### config.mk
export PLATFORM = sky130hd
export DESIGN_NAME = cre_horner
export DESIGN_NICKNAME = d
export VERILOG_FILES = /design/src/design/cre_pkg.sv /design/src/design/cre_horner.sv
export SDC_FILE = /design/constraint.sdc
export NUM_CORES = 2
export LEC_CHECK = 0
export BUFFER_PORTS_ARGS = -buffer_cell sky130_fd_sc_hd__buf_2
export CAP_MARGIN = 5
export CORE_AREA = 2 2 258 388
export CTS_BUF_LIST = sky130_fd_sc_hd__clkbuf_16
export DETAILED_ROUTE_END_ITERATION = 10
export DIE_AREA = 0 0 260 390
export PLACE_DENSITY_LB_ADDON = 0.25
export SETUP_SLACK_MARGIN = 0.3
export SYNTH_ARGS = -nofsm -noshare
export SYNTH_HDL_FRONTEND = slang
export SYNTH_SLANG_ARGS = --single-unit
### constraint.sdc
create_clock -name clk_i -period 9.4 [get_ports clk_i]
set_clock_uncertainty 0.2 [all_clocks]
set_input_delay 0.94 -clock clk_i [delete_from_list [all_inputs] [get_ports clk_i]]
set_output_delay 0.94 -clock clk_i [all_outputs]
set_load 0.01 [all_outputs]
### src/design/cre_pkg.sv
// ----------------------------------------------------------------------------
// cre_pkg
// Shared types and constants of the closure relation evaluator pipeline.
// ----------------------------------------------------------------------------
package cre_pkg;

  // Closure selection held in the mode register.
  typedef enum logic [1:0] {
    MODE_HNC  = 2'd0,
    MODE_KH   = 2'd1,
    MODE_PY   = 2'd2,
    MODE_INIT = 2'd3
  } cre_mode_e;

  // Configuration register index.
  typedef enum logic {
    CFG_BETA = 1'b0,
    CFG_MODE = 1'b1
  } cre_cfg_e;

  localparam logic [31:0] BETA_RESET = 32'd65536;

  // ln2 in Q32, exp argument limits in Q16.16, reciprocal 2^16/ln2 rounded up.
  localparam logic signed [34:0] LN2_Q32   = 35'sd2977044472;
  localparam logic signed [48:0] EXP_HIGH  = 49'sd1441792;
  localparam logic signed [48:0] EXP_LOW   = -49'sd786432;
  localparam logic signed [39:0] INV_LN2   = 40'sd94549;
  localparam logic [30:0]        Q30_ONE   = 31'h4000_0000;
  localparam logic signed [49:0] Q16_ONE   = 50'sd65536;

  // Per-request context carried down the pipeline.
  typedef struct packed {
    logic signed [31:0] t;      // indirect correlation
    logic signed [47:0] negbv;  // -beta*v, Q16.16
    logic               xpos;   // x > 0
    logic               cap;    // exp argument at or above the high limit
    logic               zero;   // exp argument at or below the low limit
    logic signed [6:0]  k;      // range reduction exponent
    logic [29:0]        r;      // reduced argument, Q30
    logic [30:0]        acc;    // Horner accumulator, Q30
  } cre_item_t;

endpackage

### src/design/cre_horner.sv
// ----------------------------------------------------------------------------
// cre_horner
// One Horner step of the exp polynomial: acc = 1 + (acc*r)/Divisor, Q30.
// ----------------------------------------------------------------------------
module cre_horner #(
  parameter int unsigned Divisor = 7
) (
  input  logic               clk_i,
  input  logic               rst_ni,
  input  logic               in_valid_i,
  output logic               in_ready_o,
  input  cre_pkg::cre_item_t item_i,
  output logic               out_valid_o,
  input  logic               out_ready_i,
  output cre_pkg::cre_item_t item_o
);
  import cre_pkg::*;

  localparam int unsigned NumStages = 3;
  localparam logic [32:0] Recip     = 33'((64'd1 << 32) / Divisor);

  logic [NumStages-1:0] vld_q, adv, vld_in;

  always_comb begin
    adv[NumStages-1] = !vld_q[NumStages-1] || out_ready_i;
    for (int s = NumStages - 2; s >= 0; s--) begin
      adv[s] = !vld_q[s] || adv[s+1];
    end
  end

  assign vld_in      = {vld_q[NumStages-2:0], in_valid_i};
  assign in_ready_o  = adv[0];
  assign out_valid_o = vld_q[NumStages-1];

  always_ff @(posedge clk_i or negedge rst_ni) begin
    if (!rst_ni) begin
      vld_q <= '0;
    end else begin
      for (int s = 0; s < NumStages; s++) begin
        if (adv[s]) vld_q[s] <= vld_in[s];
      end
    end
  end

  // stage 0: product, truncated to Q30
  logic [60:0] p_d;
  logic [30:0] a0_q, a1_q;
  cre_item_t   it0_q, it1_q, it2_q;

  assign p_d = 61'(item_i.acc) * 61'(item_i.r);

  // stage 1: quotient estimate by reciprocal
  logic [63:0] qm_d;
  logic [30:0] qe1_q;

  assign qm_d = 64'(a0_q) * 64'(Recip);

  // stage 2: fix up the estimate, add one
  logic [33:0] qn_d, rem_d;
  logic [30:0] q_d;
  cre_item_t   it2_d;

  always_comb begin
    qn_d   = 34'(qe1_q) * 34'(Divisor);
    rem_d  = 34'(a1_q) - qn_d;
    q_d    = (rem_d >= 34'(Divisor)) ? qe1_q + 31'd1 : qe1_q;
    it2_d  = it1_q;
    it2_d.acc = Q30_ONE + q_d;
  end

  always_ff @(posedge clk_i) begin
    if (adv[0]) begin
      a0_q  <= p_d[60:30];
      it0_q <= item_i;
    end
    if (adv[1]) begin
      qe1_q <= qm_d[62:32];
      a1_q  <= a0_q;
      it1_q <= it0_q;
    end
    if (adv[2]) begin
      it2_q <= it2_d;
    end
  end

  assign item_o = it2_q;

endmodule

Word level (Yosys, flattened, before mapping)
Cells that the tools add are included.

operators by class
  divide/modulo/power cells = 0
  eq/ne operators = 0
  shift operators = 0
  $add $sub $neg = 3
  reduce and logical (&&, ||, !) cells = 6
  multiplexer cells = 1
  bitwise logic cells = 0
  $mul = 3
  magnitude comparators = 1

operator list
  cell                    count
  $mul 31x30->61          1
  $mul 31x28->59 const B  1
  $ge 34x3->1 const B     1
  $sub 31x32->33          1
  $mul 29x3->32 const B   1
  $add 31x30->31 const A  1
  $add 29x1->30 const B   1
  $mux 30                 1
  $logic_not 1->1         3
  $logic_or 1x1->1        3

word-level totals
  memory bits (read-only) = 0
  latch bits = 0
  memories kept = 0
  input port bits = 155
  bits in writable memories = 0
  output and inout port bits = 153
  word-level logic and storage cells = 42
  register bits after elaboration = 485

Longest topological paths before layout
  depth after elaboration = 5
  mapped depth = 31

Worst setup path after synthesis
No wires, ideal clock.

  path type = input port to flip-flop
  start = in item_i[21] (netlist bit)
  end = reg a0_q[17], data pin
  data arrival time = 7.524 ns
  setup time = 0.262 ns
  slack = 1.414 ns
  cell stages on the path = 25
  required time = 8.938 ns
  path through = clkbuf_1 nand2_1 fa_1 fa_1 fa_1 fa_1 inv_1 fa_1 fa_1 fa_1 inv_1 fa_1 inv_1 ha_1 a21oi_1 o21ai_0 a211oi_1 nor3_1 nor3_1 o21a_1 o21ai_0 o211ai_1 a21oi_1 a211oi_1 xnor2_1

on the way
  cells in the longest elaborated chain, start to end = 1

RTL lines
  element               RTL line          text
  start, declared       cre_horner.sv:12  input cre_pkg::cre_item_t item_i,
  $mul 31x30->61        cre_horner.sv:50  assign p_d = 61'(item_i.acc) * 61'(item_i.r);
  via p_d[47]           cre_horner.sv:46  logic [60:0] p_d;
  end signal, assigned  cre_horner.sv:73  a0_q <= p_d[60:30];
  end, declared         cre_horner.sv:47  logic [30:0] a0_q, a1_q;

The timed path passes the listed nets, and every way through them passes these cells.
A chain may end at the register's enable or synchronous reset.

Final worst setup path
  start = in item_i[10] (netlist bit)
  end = reg a0_q[28], data pin

The elaborated chain is that of the path after synthesis.

==> results.json <==
{
  "status": "completed",
  "final_nets": 7324,
  "min_path_cells": 0,
  "synth_area_um2": 58470,
  "grt_usage": 0.3269,
  "synthArstFlopShare": 0.006198,
  "critPathMaxFanout": 30,
  "grt_pass1_wl_um": 245900,
  "grt_max_degree": 153,
  "clockBufferDepth": 3,
  "wirelength_um": 160100,
  "critPathKind": "in2reg",
  "synthSimpleGateAreaFrac": 0.1170,
  "synth-adder-area-share": 0.4817,
  "hold_start": "it1_q[82]$_DFFE_PP_",
  "rrSetupSlack_ns": 2.26,
  "drive_gt1_frac": 0.09210,
  "worstMarginPinSlew_ns": 1.147,
  "rsz0062_at_grt": "no",
  "synth-xor-area-share": 0.01479,
  "first_pass_iters": 6,
  "synth.distinct_cells": 98,
  "synth-compound-area-share": 0.04179,
  "ff2ff_path_depth": 18,
  "finalSetupTns_ns": 0,
  "relSlewSlack": 0.2345,
  "ys.warnings.count": 0,
  "ys_ff_latch": 484,
  "die_area_um2": 101400,
  "cts_tree": "yes",
  "critPathBufInv": 5,
  "drt-wirelength-per-cell_um": 23.26,
  "cts-root-buf": "clkbuf_16",
  "syn_to_final_growth_pct": 7.841,
  "final-hold-violation-count": 0,
  "dr_total_vias": 38805,
  "hold_path.class": "reg2reg",
  "synth_top_area_frac": 0.3629,
  "cpMaxStageDelayCell": "buf_2",
  "worstPathRequired_ns": 9.66,
  "cts_setup_buffers": 0,
  "drtAntennaViolNets": 0,
  "critPathLaunchType": "input port",
  "clk_pin_slew_ns": 0.07,
  "finalSetupViolations": 0,
  "cts_sinks": 484,
  "dp_hpwl_um": 130200,
  "h-tree-depth": 2,
  "end_kind": "flip-flop",
  "die_h_um": 390,
  "yosysSeqAreaShare": 0.2483,
  "grt_pass1_vias": 43643,
  "dieWidth_um": 260,
  "final_cell_mix": "inv_1 (1252), fa_1 (1060), ha_1 (555), and2_1 (546), edfxtp_1 (481)",
  "final_common_cell": "inv_1",
  "critPathArrivalTime_ns": 9.02,
  "min_to": "item_o[82]$_DFFE_PP_",
  "core_um2": 97910,
  "ys.flop_type": "edfxtp_1",
  "synth.area.mux_share": 0.001862,
  "routabilityCongestion": 1.015,
  "clk_latency_ns": 0.61,
  "finalCriticalPeriod_ns": 8.754,
  "synthTopCellsByArea": "fa_1 (36%), edfxtp_1 (25%), ha_1 (12%)",
  "portBuffers": 306,
  "synth_edf_count": 481,
  "drv_cap": 0,
  "r2r_start": "a0_q[13]$_DFFE_PP_",
  "critPathMostFrequentCell": "fa_1",
  "grt_antenna_before_repair": 4,
  "pin_count": 308,
  "initial_core_util": 0.5972,
  "viasPerCell": 5.639,
  "critical-path-top-delay-family": "adder cells",
  "synth_top_family_by_area": "adder cells",
  "num_rows": 141,
  "dr.first_iter.drc_count": 2585,
  "fmax_mhz": 114.2,
  "grt_overflow_total": 0,
  "avgSynthCellArea_um2": 10.98,
  "multi_input_area_um2": 38440,
  "seq_area_um2": 14520,
  "synthesis.nets": 7093,
  "r2r_end": "qe1_q[24]$_DFFE_PP_",
  "max_stage_delay_ns": 0.69,
  "final.fill_count": 7778,
  "cts_inserted_buffers": 47,
  "report.final.slew_viol_count": 0,
  "fin_crit_sh": 0.9313,
  "synth_top_area_cell": "fa_1",
  "synth_cells": 5323,
  "drc": 0
}
[worst register-to-register path, stage by stage, from the launching register on]
cell	delay, ns
edfxtp_1	0.59
ha_1	0.49
ha_1	0.33
fa_1	0.50
inv_1	0.06
fa_1	0.53
inv_1	0.05
fa_1	0.52
fa_1	0.47
ha_1	0.35
nand4_1	0.16
o311a_1	0.39
o21ai_0	0.78
nand4_1	0.42
nand2_1	0.28
a31oi_1	0.21
o21ai_0	0.32
a21oi_1	0.13
xnor2_1	0.13
[metrics by stage]
stage / hold WS (ns) / instance area (um^2) / cells / setup WS [ns] / util
after global placement: 0.2001 / 61450 / 6791 / 0.1558 / 0.6276
after floorplan: 0.2003 / 58470 / 5323 / 1.414 / -
final: 0.1954 / 63050 / 6882 / 0.6460 / 0.6440
after detailed placement: 0.2045 / 61450 / 6791 / 0.09771 / 0.6276
after global routing: 0.1882 / 63050 / 6881 / 0.3283 / 0.6440
after CTS: 0.1820 / 63040 / 6879 / 0.7217 / 0.6439
[routing by layer]
layer  track usage  wire length (um)
met1        0.3543             53670
met2        0.5911             83750
met3       0.03531              8667
met4        0.2321             13970
met5             0                18
[synth_stat cells (all sizes together) (43+ instances only)]
library cell,count
fa,1060
a21o,43
ha,555
edfxtp,481
a21oi,104
nor2,70
nor3,43
clkbuf,191
inv,1251
nand2,457
and2,546
o21ai,75
xnor2,78
[worst max-delay path by stage]
stage                     from            endpoint  slack (ns)  cells after the start
finish              item_i[10]  a0_q[28]$_DFFE_PP_        0.65                     26
global route        item_i[37]  a0_q[28]$_DFFE_PP_        0.33                     26
CTS                 item_i[10]  a0_q[28]$_DFFE_PP_        0.72                     27
detailed placement  item_i[10]  a0_q[30]$_DFFE_PP_         0.1                     27
global placement    item_i[10]  a0_q[30]$_DFFE_PP_        0.16                     27
floorplan           item_i[21]  a0_q[17]$_DFFE_PP_        1.41                     25
[area by class of cell]
type,count,area share
Tap cell,1287,0.02554
Clock buffer,47,0.01865
Clock inverter,40,0.006429
Sequential cell,484,0.2303
Multi-Input combinational cell,3377,0.6096
Inverter,1251,0.07447
Antenna cell,3,0.0001191
Timing Repair Buffer,393,0.03496
[timing repair]
action,CTS,global route
gates resized for setup,0,2
hold endpoints to repair,3,0
setup endpoints to repair,0,2
hold buffers,1,0
[kinds of logic after synthesis]
group                      after synthesis
muxes                                   10
other                                    1
DFF                                    484
adders and majority gates             1615
buffers and inverters                 1462
xor gates and xnor gates                97
and+or+nand+nor                       1294
AOI/OAI and AO/OA                      360
[state kept, by name (all words and copies together), names as in the netlist]
name,flops
item_o,150
it0_q,120
it1_q,120
a0_q,31
a1_q,31
qe1_q,29
vld_q,3
Power is left out: the tool's default activity adds up to more than one toggle a clock period on the data nets, which glitch-free logic cannot reach.
