$ cat src/design/cre_pkg.sv
// ----------------------------------------------------------------------------
// cre_pkg
// Shared types and constants of the closure relation evaluator pipeline.
// ----------------------------------------------------------------------------
package cre_pkg;

  // Closure selection held in the mode register.
  typedef enum logic [1:0] {
    MODE_HNC  = 2'd0,
    MODE_KH   = 2'd1,
    MODE_PY   = 2'd2,
    MODE_INIT = 2'd3
  } cre_mode_e;

  // Configuration register index.
  typedef enum logic {
    CFG_BETA = 1'b0,
    CFG_MODE = 1'b1
  } cre_cfg_e;

  localparam logic [31:0] BETA_RESET = 32'd65536;

  // ln2 in Q32, exp argument limits in Q16.16, reciprocal 2^16/ln2 rounded up.
  localparam logic signed [34:0] LN2_Q32   = 35'sd2977044472;
  localparam logic signed [48:0] EXP_HIGH  = 49'sd1441792;
  localparam logic signed [48:0] EXP_LOW   = -49'sd786432;
  localparam logic signed [39:0] INV_LN2   = 40'sd94549;
  localparam logic [30:0]        Q30_ONE   = 31'h4000_0000;
  localparam logic signed [49:0] Q16_ONE   = 50'sd65536;

  // Per-request context carried down the pipeline.
  typedef struct packed {
    logic signed [31:0] t;      // indirect correlation
    logic signed [47:0] negbv;  // -beta*v, Q16.16
    logic               xpos;   // x > 0
    logic               cap;    // exp argument at or above the high limit
    logic               zero;   // exp argument at or below the low limit
    logic signed [6:0]  k;      // range reduction exponent
    logic [29:0]        r;      // reduced argument, Q30
    logic [30:0]        acc;    // Horner accumulator, Q30
  } cre_item_t;

endpackage

$ cat src/design/cre_front.sv
// ----------------------------------------------------------------------------
// cre_front
// beta*v product, x formation, range checks and ln2 range reduction.
// ----------------------------------------------------------------------------
module cre_front (
  input  logic                clk_i,
  input  logic                rst_ni,
  input  logic [31:0]         beta_i,
  input  cre_pkg::cre_mode_e  mode_i,
  input  logic                in_valid_i,
  output logic                in_ready_o,
  input  logic signed [31:0]  potential_i,
  input  logic signed [31:0]  indirect_corr_i,
  output logic                out_valid_o,
  input  logic                out_ready_i,
  output cre_pkg::cre_item_t  item_o
);
  import cre_pkg::*;

  localparam int unsigned NumStages = 6;

  logic [NumStages-1:0] vld_q, adv, vld_in;

  always_comb begin
    adv[NumStages-1] = !vld_q[NumStages-1] || out_ready_i;
    for (int s = NumStages - 2; s >= 0; s--) begin
      adv[s] = !vld_q[s] || adv[s+1];
    end
  end

  assign vld_in      = {vld_q[NumStages-2:0], in_valid_i};
  assign in_ready_o  = adv[0];
  assign out_valid_o = vld_q[NumStages-1];

  always_ff @(posedge clk_i or negedge rst_ni) begin
    if (!rst_ni) begin
      vld_q <= '0;
    end else begin
      for (int s = 0; s < NumStages; s++) begin
        if (adv[s]) vld_q[s] <= vld_in[s];
      end
    end
  end

  // stage 0: |v| * beta
  logic [31:0] vm_d;
  logic [63:0] prod_d;
  logic [62:0] prod_q;
  logic        vneg_q;
  logic signed [31:0] t0_q;

  assign vm_d   = potential_i[31] ? 32'(-potential_i) : 32'(potential_i);
  assign prod_d = 64'(beta_i) * 64'(vm_d);

  // stage 1: round to Q16.16, apply sign
  logic [62:0]        rnd_d;
  logic [46:0]        bvm_d;
  logic signed [47:0] negbv_d, negbv1_q;
  logic signed [31:0] t1_q;

  assign rnd_d   = prod_q + 63'd32768;
  assign bvm_d   = rnd_d[62:16];
  assign negbv_d = vneg_q ? $signed({1'b0, bvm_d}) : -$signed({1'b0, bvm_d});

  // stage 2: x, exp argument and its limits
  logic signed [48:0] x_d, y_d;
  cre_item_t          it2_d, it2_q;
  logic signed [21:0] y2_q;

  always_comb begin
    x_d = 49'(t1_q) + 49'(negbv1_q);
    y_d = (mode_i == MODE_PY || mode_i == MODE_INIT) ? 49'(negbv1_q) : x_d;
    it2_d       = '0;
    it2_d.t     = t1_q;
    it2_d.negbv = negbv1_q;
    it2_d.xpos  = x_d > 49'sd0;
    it2_d.cap   = y_d >= EXP_HIGH;
    it2_d.zero  = y_d <= EXP_LOW;
  end

  // stage 3: estimate k = floor(y / ln2)
  logic signed [39:0] kp_d;
  cre_item_t          it3_d, it3_q;
  logic signed [21:0] y3_q;

  always_comb begin
    kp_d    = 40'(y2_q) * INV_LN2;
    it3_d   = it2_q;
    it3_d.k = kp_d[38:32];
  end

  // stage 4: remainder r0 = y - k*ln2 in Q32
  logic signed [41:0] yq_d, kl_d, r0_d;
  logic signed [34:0] r4_q;
  cre_item_t          it4_q;

  assign yq_d = 42'($signed({y3_q, 16'b0}));
  assign kl_d = 42'(it3_q.k) * 42'(LN2_Q32);
  assign r0_d = yq_d - kl_d;

  // stage 5: one-step correction of the estimate
  logic signed [34:0] r5_d;
  cre_item_t          it5_d, it5_q;

  always_comb begin
    it5_d = it4_q;
    r5_d  = r4_q;
    if (r4_q < 35'sd0) begin
      r5_d    = r4_q + LN2_Q32;
      it5_d.k = it4_q.k - 7'sd1;
    end else if (r4_q >= LN2_Q32) begin
      r5_d    = r4_q - LN2_Q32;
      it5_d.k = it4_q.k + 7'sd1;
    end
    it5_d.r   = r5_d[31:2];
    it5_d.acc = Q30_ONE;
  end

  always_ff @(posedge clk_i) begin
    if (adv[0]) begin
      prod_q <= prod_d[62:0];
      vneg_q <= potential_i[31];
      t0_q   <= indirect_corr_i;
    end
    if (adv[1]) begin
      negbv1_q <= negbv_d;
      t1_q     <= t0_q;
    end
    if (adv[2]) begin
      it2_q <= it2_d;
      y2_q  <= y_d[21:0];
    end
    if (adv[3]) begin
      it3_q <= it3_d;
      y3_q  <= y2_q;
    end
    if (adv[4]) begin
      it4_q <= it3_q;
      r4_q  <= r0_d[34:0];
    end
    if (adv[5]) begin
      it5_q <= it5_d;
    end
  end

  assign item_o = it5_q;

endmodule

$ cat config.mk
export PLATFORM = sky130hd
export DESIGN_NAME = cre_front
export DESIGN_NICKNAME = d
export VERILOG_FILES = /design/src/design/cre_pkg.sv /design/src/design/cre_front.sv
export SDC_FILE = /design/constraint.sdc
export NUM_CORES = 2
export LEC_CHECK = 0
export BUFFER_PORTS_ARGS = -buffer_cell sky130_fd_sc_hd__buf_4
export CORE_MARGIN = 5
export CORE_UTILIZATION = 26
export DETAILED_ROUTE_END_ITERATION = 7
export HOLD_SLACK_MARGIN = 0.12
export PLACE_DENSITY = 0.38
export SETUP_SLACK_MARGIN = 0.5
export SYNTH_ARGS = -nofsm -noshare
export SYNTH_HDL_FRONTEND = slang
export SYNTH_SLANG_ARGS = --single-unit
$ cat constraint.sdc
create_clock -name clk_i -period 8.2 [get_ports clk_i]
set_input_delay 1.23 -clock clk_i [delete_from_list [all_inputs] [get_ports clk_i]]
set_output_delay 1.23 -clock clk_i [all_outputs]
set_load 0.1 [all_outputs]
Word level (Yosys, flattened, before mapping)
Cells that the tools add are included.

Bits in registers: 641. Bits in latches: 0. RAM bits: 0. ROM bits: 0. Memories: 0.

$add $sub $neg: 9. $mul: 3. Div/mod/pow operators: 0. Magnitude comparators: 5. Equal/unequal tests: 2. Shift operators: 0. Muxes and demuxes: 7. Bitwise logic cells: 0. Reductions and logical operators: 13.

Operator list (number): $mux W32 (3); $add A63 B16 Y63 const B (1); $mul A32 B32 Y63 (1); $add A32 B48 Y49 (1); $ge A49 B22 Y1 const B (1); $gt A49 B1 Y1 const B (1); $le A49 B21 Y1 const B (1); $mux W49 (1); $neg A47 Y48 (1); $mux W47 (1); $mul A22 B18 Y39 const B (1); $ge A35 B33 Y1 const B (1); $lt A35 B1 Y1 const B (1); $sub A35 B35 Y35 (1); $add A32 B32 Y32 const B (1); $mul A7 B30 Y32 const B (1); $neg A32 Y32 (1); $sub A32 B32 Y32 const B (1); $mux W7 (2); $add A7 B2 Y7 const B (1); $logic_or A1 B1 Y1 (7); $sub A7 B2 Y7 const B (1); $logic_not A1 Y1 (6); $eq A2 B2 Y1 const B (2).

Depth between registers and ports, before layout
Depth after elaboration: 7. Depth in mapped cells: 36.

Worst setup path before layout
Ideal clock, no wire load.

Path kind: input to register. Start: input port potential_i[11]. End: register prod_q[62], data pin. Setup time: 0.260 ns. Data arrival time: 10.047 ns. Required time: 7.940 ns. Path slack: -2.107 ns. Cell stages on the path: 30. Path buffers: 1. Cell sequence: or4_4 or3_4 or4_4 or3_4 or3_4 o21ai_2 xnor2_1 clkbuf_1 nand2_1 fa_1 inv_1 fa_1 fa_1 fa_1 fa_1 fa_1 fa_1 inv_1 fa_1 inv_1 ha_1 nand2_1 or3_1 o21ai_0 or3_1 o221ai_1 a21o_1 o41ai_1 a21oi_1 xnor2_1.

Cells in the longest elaborated chain, start to end: 3.

RTL lines: start, declared (RTL line cre_front.sv:12) `input logic signed [31:0] potential_i,`; $neg A32 Y32 (RTL line cre_front.sv:52) `assign vm_d = potential_i[31] ? 32'(-potential_i) : 32'(potential_i);`; $mux W32 * (RTL line cre_front.sv:52); $mul A32 B32 Y63 * (RTL line cre_front.sv:53) `assign prod_d = 64'(beta_i) * 64'(vm_d);`; named net prod_d[62] (RTL line cre_front.sv:47) `logic [63:0] prod_d;`; end signal, assigned (RTL line cre_front.sv:121) `prod_q <= prod_d[62:0];`; end, declared (RTL line cre_front.sv:48) `logic [62:0] prod_q;`.

Mark *: on every way through the listed nets, which the timed path passes. The rest lies on a longest branch. A chain may end at the register's enable or synchronous reset.

Worst setup path after layout
Start: input port potential_i[11]. End: register prod_q[48], data pin.

Same word-level chain as after synthesis.

==> flow_summary.toml <==
[routing]
wire_per_inst_um = 18.19
dr_wl_met3_um = 6294
highest-signal-layer = "met4"
first_pass_iters = 7
antenna_left = 0
viasPerCell = 4.361
routed_wl_um = 199500
wl_met2_um = 88710
via_count = 47830
drt-initial-drc-count = 2094
met1Wirelength_um = 101800
drc_errors = 0

[cells_and_area]
drive_gt1_share_pct = 15.05
multi_input_area_mm2 = 0.04727
final_nets = 9077
postLayoutCellArea_mm2 = 0.08345
area_growth_pct = 18.32
regArea_mm2 = 0.01859
fillers = 28040
final_cell_mix = "inv_1, fa_1, nand2_1"
layout_commonest_cell = "inv_1"

[timing]
rsz0062_at_grt = "yes"
period_share_pct = 118.3
setup_viol = 43
fmax_mhz = 103.1
relSlewSlack_pct = 12.51
period_minus_slack_ns = 9.703
max_slew.worst_pin.slew_ns = 1.294
clock_skew_ns = 0.02643
slew_viol_final = 0
setup_slack_ns = -1.503
hold_viol = 0

[place]
routabilityCongestion = 0.8522
place_area_mm2 = 0.07974
port_buffers = 221
dp_hpwl_um = 169500

[clock_network]
cts-buffers-inserted = 68
cts_max_level = 3
cts_hold_buffers = 0
clock_sinks = 620
root_buffer = "clkbuf_16"
clkLatencyLatePin_ns = 0.65
clk_pin_slew_worst_paths_ns = 0.07
cts_buffer_depth = 3
cts_tree = "done"

[setup_path]
cp_slowest_cell = "fa_1"
cp_top_family = "adder cells"
start_kind = "input pin"
end_kind = "flop"
crit_buf_inv = 4
critPathArrivalTime_ns = 10.09
required_ns = 8.59
critical_path.most_common_cell = "fa_1"
worstSetupPathType = "in -> reg"
critPathMaxStageDelay_ns = 0.56
crit_fanout = 5

[synth]
avgSynthCellArea_um2 = 10.33
ys_ff_latch = 620
synthesis.area_mm2 = 0.07053
ys.flop_type = "edfxtp_1"
syn_inst = 6829
yosysSeqAreaShare_pct = 26.36
synth.yosys.warnings = 0
synth_edf_count = 614
async_flop_share_pct = 0.9677
synth_cell_types = 87

[global_route]
antenna_found_initial = 6
grt_pass1_wl_um = 311900
grt_overflow = 0
grtUsageTotal_pct = 14.19
grt_max_degree = 84
grt_pass1_vias = 51800

[die]
die_w_um = 530.8
die-area_mm2 = 0.2818
core-area_mm2 = 0.2705
dieHeight_um = 530.8
initial_core_util_pct = 26.07
io_pins = 255
num_rows = 191

[hold_path]
worstHoldPathType = "in -> async"

[run_status]
failed_checks = "negative setup slack"
outcome = "finished, violations left"

[flow_run]
max_cap_viol_count = 0
## layout make-up
class	count	share of cell area [%]
antenna	3	0.008996
clock buffer	82	2.128
clock inverter	37	0.3973
inverter	1360	6.126
multi-input combinational	4573	56.64
sequential	620	22.27
tap	3570	5.353
timing repair buffer	723	7.071
## sequential cells by signal, indices dropped and copies added (netlist names)
register  cells
it2_q        83
t0_q         32
y2_q         22
t1_q         32
it4_q        90
r4_q         31
vneg_q        1
prod_q       48
it3_q        90
item_o      118
vld_q         6
y3_q         19
negbv1_q     48
## final timing paths
path                                      start                    to  slack (ns)  cells past startpoint
max                             potential_i[11]  prod_q[48]$_DFFE_PP_       -1.50                     32
min                                      rst_ni  vld_q[1]$_DFFE_PN0P_        0.38                      1
max reg2reg                 it3_q[64]$_DFFE_PP_    r4_q[34]$_DFFE_PP_        0.99                     29
min reg2reg                it3_q[106]$_DFFE_PP_  it4_q[106]$_DFFE_PP_        0.41                      0
max in group asynchronous                rst_ni  vld_q[4]$_DFFE_PN0P_        7.69                      1
min in group clk_i         it3_q[106]$_DFFE_PP_  it4_q[106]$_DFFE_PP_        0.41                      0
## layer usage
layer,up-vias,GRT usage [%]
li1,22700,-
met1,24250,21.27
met2,735,22.65
met3,143,1.237
met4,0,2.249
met5,-,0
## repair_timing
item | CTS | global route
pin swaps | 72 | 53
setup endpoints to repair | 48 | 50
cloned | 1 | 2
setup buffers | 30 | 11
gates resized for setup | 182 | 78
## kinds of logic (layout without fill, tap and decap cells)
| kind of cell | after synthesis | in the layout | share of synthesized area [%] |
|---|---|---|---|
| DFF | 620 | 620 | 26.36 |
| adders and majority gates | 1629 | 1629 | 40.26 |
| AOI/OAI and AO/OA | 739 | 739 | 6.866 |
| muxes | 21 | 21 | 0.3193 |
| xor gates and xnor gates | 331 | 332 | 4.111 |
| other | 2 | 35 | 0.01065 |
| buffers and inverters | 1667 | 2202 | 9.108 |
| and+or+nand+nor | 1820 | 1820 | 12.97 |
## stage by stage
| stage | util [%] | hold slack, ns | std cells | TNS [ns] | setup WS (ns) |
|---|---|---|---|---|---|
| finish | 30.85 | 0.3818 | 10970 | -43.81 | -1.503 |
| global route | 30.85 | 0.3360 | 10970 | -52.94 | -1.714 |
| CTS | 30.69 | 0.2973 | 10950 | -43.94 | -1.556 |
| detailed placement | 29.48 | 0.4045 | 10800 | -85.03 | -2.460 |
| global placement | 29.48 | 0.4004 | 10800 | -83.82 | -2.431 |
| floorplan | - | 0.4003 | 6859 | -46.79 | -1.785 |
## Yosys cell counts (50+ instances only)
master	n	area, um^2
inv_1	1359	5101
fa_1	1067	21360
nand2_1	748	2808
edfxtp_1	614	18440
ha_1	562	7032
and2_1	498	3115
clkbuf_1	247	927.1
xnor2_1	227	1988
a21oi_1	176	880.8
nor2_1	163	611.8
o21ai_0	141	705.7
xor2_1	104	910.9
a21o_1	102	765.7
nand3_1	82	410.4
nor3_1	54	270.3
nand4_1	50	312.8
Power is not shown: default switching activity piles up to over one toggle a cycle in this logic, so the estimate is an artifact.
